`config.mk`:
```
export PLATFORM = sky130hd
export DESIGN_NAME = stepper_half_step_sequencer_unit
export DESIGN_NICKNAME = d
export VERILOG_FILES = /design/src/rtl/shs_pkg.sv /design/src/rtl/shs_in_stage.sv /design/src/rtl/shs_core.sv /design/src/rtl/stepper_half_step_sequencer_unit.sv
export VERILOG_INCLUDE_DIRS = /design/src /design/src/rtl
export SDC_FILE = /design/constraint.sdc
export NUM_CORES = 1
export LEC_CHECK = 0
export ABC_AREA = 1
export BUFFER_PORTS_ARGS = -buffer_cell sky130_fd_sc_hd__buf_2
export CORE_MARGIN = 5
export CORE_UTILIZATION = 55
export CTS_BUF_LIST = sky130_fd_sc_hd__clkbuf_4 sky130_fd_sc_hd__clkbuf_8 sky130_fd_sc_hd__clkbuf_16
export DETAILED_ROUTE_END_ITERATION = 10
export GPL_ROUTABILITY_DRIVEN = 0
export GPL_TIMING_DRIVEN = 0
export PLACE_DENSITY = 0.87
export SYNTH_ARGS = -nofsm -noshare
export SYNTH_HDL_FRONTEND = slang
export SYNTH_HIERARCHICAL = 1
export SYNTH_SLANG_ARGS = --single-unit
```
`constraint.sdc`:
```
create_clock -name clk -period 3.1 [get_ports clk]
set_input_delay 0.62 -clock clk [delete_from_list [all_inputs] [get_ports clk]]
set_output_delay 0.62 -clock clk [all_outputs]
set_load 0.02 [all_outputs]
```
`src/rtl/stepper_half_step_sequencer_unit_assert.svh`:
```
// assertion macros for the stepper sequencer
`ifndef STEPPER_HALF_STEP_SEQUENCER_UNIT_ASSERT_SVH
`define STEPPER_HALF_STEP_SEQUENCER_UNIT_ASSERT_SVH

// same-cycle implication, clocked on clk, off during rst
`define SHS_ASSERT_NOW(label, ante, cons, msg) \
  label: assert property (@(posedge clk) disable iff (rst) (ante) |-> (cons)) \
    else $error(msg);

// next-cycle implication, clocked on clk, off during rst
`define SHS_ASSERT_NEXT(label, ante, cons, msg) \
  label: assert property (@(posedge clk) disable iff (rst) (ante) |=> (cons)) \
    else $error(msg);

`endif

```
`src/rtl/shs_pkg.sv`:
```
`default_nettype none
package shs_pkg;

  localparam int ANGLE_W = 16;
  localparam int PHASE_W = 4;
  localparam int SCALED_W = 26;
  localparam int IN_TDATA_W = 24;
  localparam int OUT_TDATA_W = 8;

  // beat count is kept as angle * beats_per_turn, one beat per step of 360
  localparam logic [SCALED_W-1:0] DEG_STEP = SCALED_W'(360);
  // 131071 beats * 360 + 359, the largest scaled value still below saturation
  localparam logic [SCALED_W-1:0] SCALED_CAP = SCALED_W'(47185919);

  localparam logic [PHASE_W-1:0] COILS_OFF = 4'hF;

  typedef struct packed {
    logic                start;
    logic [SCALED_W-1:0] scaled;
    logic                reverse;
  } shs_item_t;

  typedef struct packed {
    logic               busy;
    logic [PHASE_W-1:0] phase;
  } shs_result_t;

  function automatic logic [PHASE_W-1:0] cw_code(input logic [2:0] slot);
    logic [PHASE_W-1:0] code;
    case (slot)
      3'd0: code = 4'hE;
      3'd1: code = 4'hC;
      3'd2: code = 4'hD;
      3'd3: code = 4'h9;
      3'd4: code = 4'hB;
      3'd5: code = 4'h3;
      3'd6: code = 4'h7;
      3'd7: code = 4'h6;
      default: code = COILS_OFF;
    endcase
    return code;
  endfunction

endpackage
`default_nettype wire

```
`src/rtl/shs_in_stage.sv`:
```
`default_nettype none
module shs_in_stage #(
  parameter int BEATS_PER_TURN = 512
) (
  input  wire logic                        clk,
  input  wire logic                        rst,
  input  wire logic                        in_valid,
  output      logic                        in_ready,
  input  wire logic                        mode,
  input  wire logic [shs_pkg::ANGLE_W-1:0] angle,
  input  wire logic                        direction,
  input  wire logic                        advance,
  output      logic                        out_valid,
  output      shs_pkg::shs_item_t          out_item
);

  localparam int BPT_W = $clog2(BEATS_PER_TURN + 1);
  localparam int PROD_W = shs_pkg::ANGLE_W + BPT_W;
  localparam int CMP_W = (PROD_W > shs_pkg::SCALED_W) ? PROD_W : shs_pkg::SCALED_W;

  logic [PROD_W-1:0]           product;
  logic                        saturate;
  logic [shs_pkg::SCALED_W-1:0] scaled;

  assign product = PROD_W'(angle) * PROD_W'(BEATS_PER_TURN);
  assign saturate = CMP_W'(product) > CMP_W'(shs_pkg::SCALED_CAP);
  assign scaled = saturate ? shs_pkg::SCALED_CAP : shs_pkg::SCALED_W'(product);

  assign in_ready = !out_valid || advance;

  always_ff @(posedge clk) begin
    if (rst) begin
      out_valid <= 1'b0;
    end else if (in_ready) begin
      out_valid <= in_valid;
    end
  end

  always_ff @(posedge clk) begin
    if (in_ready && in_valid) begin
      out_item.start   <= mode;
      out_item.scaled  <= scaled;
      out_item.reverse <= direction;
    end
  end

endmodule
`default_nettype wire

```
`src/rtl/shs_core.sv`:
```
`default_nettype none
module shs_core (
  input  wire logic                 clk,
  input  wire logic                 rst,
  input  wire logic                 fire,
  input  wire shs_pkg::shs_item_t   item,
  output      shs_pkg::shs_result_t result
);

  logic [shs_pkg::SCALED_W-1:0] scaled, scaled_next;
  logic [2:0]                   index, index_next;
  logic                         reverse, reverse_next;
  logic [shs_pkg::PHASE_W-1:0]  phase_out, phase_out_next;
  logic [shs_pkg::SCALED_W-1:0] scaled_dec;
  logic                         beats_left;

  assign beats_left = scaled >= shs_pkg::DEG_STEP;
  assign scaled_dec = scaled - shs_pkg::DEG_STEP;

  always_comb begin
    scaled_next    = scaled;
    index_next     = index;
    reverse_next   = reverse;
    phase_out_next = phase_out;
    if (item.start) begin
      scaled_next  = item.scaled;
      reverse_next = item.reverse;
      index_next   = 3'd0;
      if (item.scaled < shs_pkg::DEG_STEP) begin
        phase_out_next = shs_pkg::COILS_OFF;
      end
    end else if (beats_left) begin
      // reverse walk: slot 7 - index
      phase_out_next = shs_pkg::cw_code(reverse ? ~index : index);
      index_next     = index + 3'd1;
      scaled_next    = scaled_dec;
    end else begin
      phase_out_next = shs_pkg::COILS_OFF;
    end
    result.phase = phase_out_next;
    result.busy  = scaled_next >= shs_pkg::DEG_STEP;
  end

  always_ff @(posedge clk) begin
    if (rst) begin
      scaled    <= '0;
      index     <= 3'd0;
      reverse   <= 1'b0;
      phase_out <= shs_pkg::COILS_OFF;
    end else if (fire) begin
      scaled    <= scaled_next;
      index     <= index_next;
      reverse   <= reverse_next;
      phase_out <= phase_out_next;
    end
  end

endmodule
`default_nettype wire

```
`src/rtl/stepper_half_step_sequencer_unit.sv`:
```
// half-step sequencer for a four-phase stepper with active-low coil drive
// input stream: s_axis_tuser selects the item kind (0 tick, 1 start);
//   a start carries angle in degrees and direction, loading
//   angle * BEATS_PER_TURN / 360 beats (saturating at 131071)
// each tick with beats left drives the next half-step code, else 0xF
// output stream: one item per input item, phase nibble and busy flag
// path: an accepted item passes the input register, then the result
//   register; the beat state updates as an item moves on
// throughput: one item per cycle; the angle scaling multiply sits before
//   the input register, the beat countdown is a compare and subtract
// stall: a stalled output holds its item; the input register takes items
//   while it is empty or the result register is free or being drained
// reset: synchronous rst clears both valid flags, the beat count, the
//   phase index and direction, and turns all coils off (phase 0xF)
// BEATS_PER_TURN: 8 to 8192
`default_nettype none
module stepper_half_step_sequencer_unit #(
  parameter int BEATS_PER_TURN = 512
) (
  input  wire logic                               clk,
  input  wire logic                               rst,
  input  wire logic                               s_axis_tvalid,
  output      logic                               s_axis_tready,
  // angle [15:0], direction [16], zero fill
  input  wire logic [shs_pkg::IN_TDATA_W-1:0]     s_axis_tdata,
  // mode [0]
  input  wire logic                               s_axis_tuser,
  output      logic                               m_axis_tvalid,
  input  wire logic                               m_axis_tready,
  // phase [3:0], busy_res [4], zero fill
  output      logic [shs_pkg::OUT_TDATA_W-1:0]    m_axis_tdata
);

  logic                 advance;
  logic                 a_valid;
  shs_pkg::shs_item_t   a_item;
  shs_pkg::shs_result_t result;
  shs_pkg::shs_result_t res_reg;
  logic                 a_fire;

  assign advance = !m_axis_tvalid || m_axis_tready;
  assign a_fire  = a_valid && advance;

  shs_in_stage #(
    .BEATS_PER_TURN(BEATS_PER_TURN)
  ) u_in (
    .clk       (clk),
    .rst       (rst),
    .in_valid  (s_axis_tvalid),
    .in_ready  (s_axis_tready),
    .mode      (s_axis_tuser),
    .angle     (s_axis_tdata[shs_pkg::ANGLE_W-1:0]),
    .direction (s_axis_tdata[shs_pkg::ANGLE_W]),
    .advance   (advance),
    .out_valid (a_valid),
    .out_item  (a_item)
  );

  shs_core u_core (
    .clk    (clk),
    .rst    (rst),
    .fire   (a_fire),
    .item   (a_item),
    .result (result)
  );

  always_ff @(posedge clk) begin
    if (rst) begin
      m_axis_tvalid <= 1'b0;
    end else if (advance) begin
      m_axis_tvalid <= a_valid;
    end
  end

  always_ff @(posedge clk) begin
    if (a_fire) begin
      res_reg <= result;
    end
  end

  assign m_axis_tdata = {3'b000, res_reg.busy, res_reg.phase};

`include "stepper_half_step_sequencer_unit_assert.svh"

  `SHS_ASSERT_NOW(a_ready_when_out_free, !m_axis_tvalid, s_axis_tready,
    "input not ready while result register empty")

  `SHS_ASSERT_NEXT(a_start_busy,
    a_fire && a_item.start && (a_item.scaled >= shs_pkg::DEG_STEP),
    m_axis_tvalid && m_axis_tdata[4], "start with beats not reported busy")

  `SHS_ASSERT_NEXT(a_start_empty,
    a_fire && a_item.start && (a_item.scaled < shs_pkg::DEG_STEP),
    m_axis_tvalid && !m_axis_tdata[4] &&
      (m_axis_tdata[shs_pkg::PHASE_W-1:0] == shs_pkg::COILS_OFF),
    "empty start did not turn coils off")

endmodule
`default_nettype wire
```
==> run summary <==
outcome: finished, final reports clean
CTS buffer count: 5
setup TNS: 0 ps
Cell Count, Final, Fillers Out: 648
Post-Syn Instances: 527
Seq pwr share: 47.2%
Critical Path Fanout Max: 9
initial antenna violation count: 0
final slew viol count: 0
Final Hold Fails: 0
P_leak: 0.00194 uW
Worst-Skew Late Latency: 310 ps
dpl hpwl: 6890 um
HP Class: flip-flop to flip-flop
minimum clock period: 2360 ps
register area: 0.00135 mm2
Layout Skew: 11.9 ps
Post-CTS Setup Bufs: 0
layout cell share with drive strength beyond 1: 14.5%
capturing element type of the critical path: flip-flop
ANT cells: 0
post_cts resized: 0
Worst-path clk slew: 100 ps
core area: 0.00631 mm2
first-pass GRT wire length: 14900 um
Buf/Inv on CP: 0
Initial Utilization: 56.5%
Crit path largest cell delay: 350 ps
Setup violations, final: 0
IO Pins: 39
vias in the first global route: 3354
Max Root-Sink Buffers: 2
Req. time, crit path: 3150 ps
Int Power: 1220 uW
cts hold-fix bufs: 0
final clock period utilization by the worst path: 76.2%
Worst setup SP type: flip-flop
area of the multi-input gates: 0.00181 mm2
die area: 0.00819 mm2
First DRT Iteration DRCs: 531
Sw Share: 32.8%
Avg Inst Size Synth: 6.77 um2
Final Util: 62.4%
global route overflow: 0
largest net degree at the start of global routing: 19
Worst Tran Pin Value: 865 ps
# fillers: 568
chip width: 90.5 um
Yosys warning count: 6
PwrDens: 459 mW/mm2
Die Y: 90.5 um
Top Family by Delay on Critical Path: simple AND/OR/NAND/NOR gates
Clock power frac: 25.5%
Layout area overhead: 10.6%
Clock Sinks: 56
routed wire length: 9050 um
max_cap viols: 0
Max Clk Rate: 423 MHz
Final ANT Viol Nets: 0
Combinational Power Share: 27.3%
DRT Pass-1 Iters: 6
RSZ-0062 raised after global routing: false
H-tree depth: 2
mapped cell area: 0.00357 mm2
maximum vdd ir drop: 0.392 mV
Final nets: 601
most frequent cells in the layout: nand2_1 (139), nor2_1 (66), inv_1 (63)
CP arrival: 2420 ps
via count: 3615
Tot GR Track Use: 22.0%
FP Rows: 29
Routed wire per std cell: 14.0 um
most common cell after layout, fill and taps aside: nand2_1
CTS tree: done
vias per inst: 5.58
worst-path cell chain: nor2_1 -> nand2_1 -> nor2_4 -> nand2_4 -> nor2_4 -> nor2_1 -> nand3_1 -> nand2_1 -> a21oi_1 -> nand2_1 -> nor2_1 -> nand3_1
number of remaining DRC errors: 0
critical path type: flip-flop to flip-flop
slew margin rel.: 42.3%
Sw Pwr: 594 uW
Slowest-stage cell, CP: dfxtp_1
port bufs: 28
DP Cell Count: 640
clock root buffer: clkbuf_8
-- power groups by stage --
stage               clock network [uW]  logic, uW  registers [uW]
floorplan                            0        362             864
global placement                     0        458             868
detailed placement                   0        473             870
CTS                                476        478             853
global route                       507        551             859
finish                             462        495             854
-- routing by layer --
metal / wire [um] / global-route usage, % / vias to the layer above
met5: 0 / 0 / -
met3: 973 / 3.75 / 43
met2: 4260 / 37.0 / 243
met1: 3430 / 27.1 / 1585
met4: 378 / 10.3 / 0
li1: - / - / 1744
-- final timing paths --
| check | startpoint | to | slack (ps) | cells past startpoint |
|---|---|---|---|---|
| max | u_core/scaled[16] | m_axis_tdata[4] | 740 | 12 |
| min | u_core/phase_out[1] | u_core/phase_out[1] | 480 | 2 |
| max reg2reg | u_core/scaled[16] | m_axis_tdata[4] | 740 | 12 |
| min reg2reg | u_core/phase_out[1] | u_core/phase_out[1] | 480 | 2 |
-- layout make-up --
cell class,count,share of cell area (%)
inverters,72,6.95
repair buffers,28,3.55
multi-input cells,379,45.9
flip-flops and latches,56,34.3
well taps,77,2.44
plain buffers,28,4.22
clock buffers,5,1.75
clock inverters,3,0.952
-- stage by stage --
stage / total power (uW) / area, um2 / worst slack (ps) / hold WS (ps)
2_1_floorplan: 1230 / 3600 / 1040 / 441
3_3_place_gp: 1330 / 3830 / 695 / 449
3_5_place_dp: 1340 / 3830 / 681 / 454
4_1_cts: 1810 / 3940 / 800 / 475
5_1_grt: 1920 / 3940 / 594 / 459
6_report: 1810 / 3940 / 738 / 480
-- worst min-delay path, stage by stage, from the launching register on --
cell     delay [ps]
dfxtp_1         340
a21oi_1          60
nand2_1          60
-- state kept, by name, summed over array words and instances (netlist names) --
register / flops
u_in/out_item: 18
u_core/scaled: 23
m_axis_tdata: 5
u_core/index: 3
m_axis_tvalid: 1
u_in/out_valid: 1
u_core/reverse: 1
u_core/phase_out: 4
Note: power is estimated with default switching activity, not from simulation.
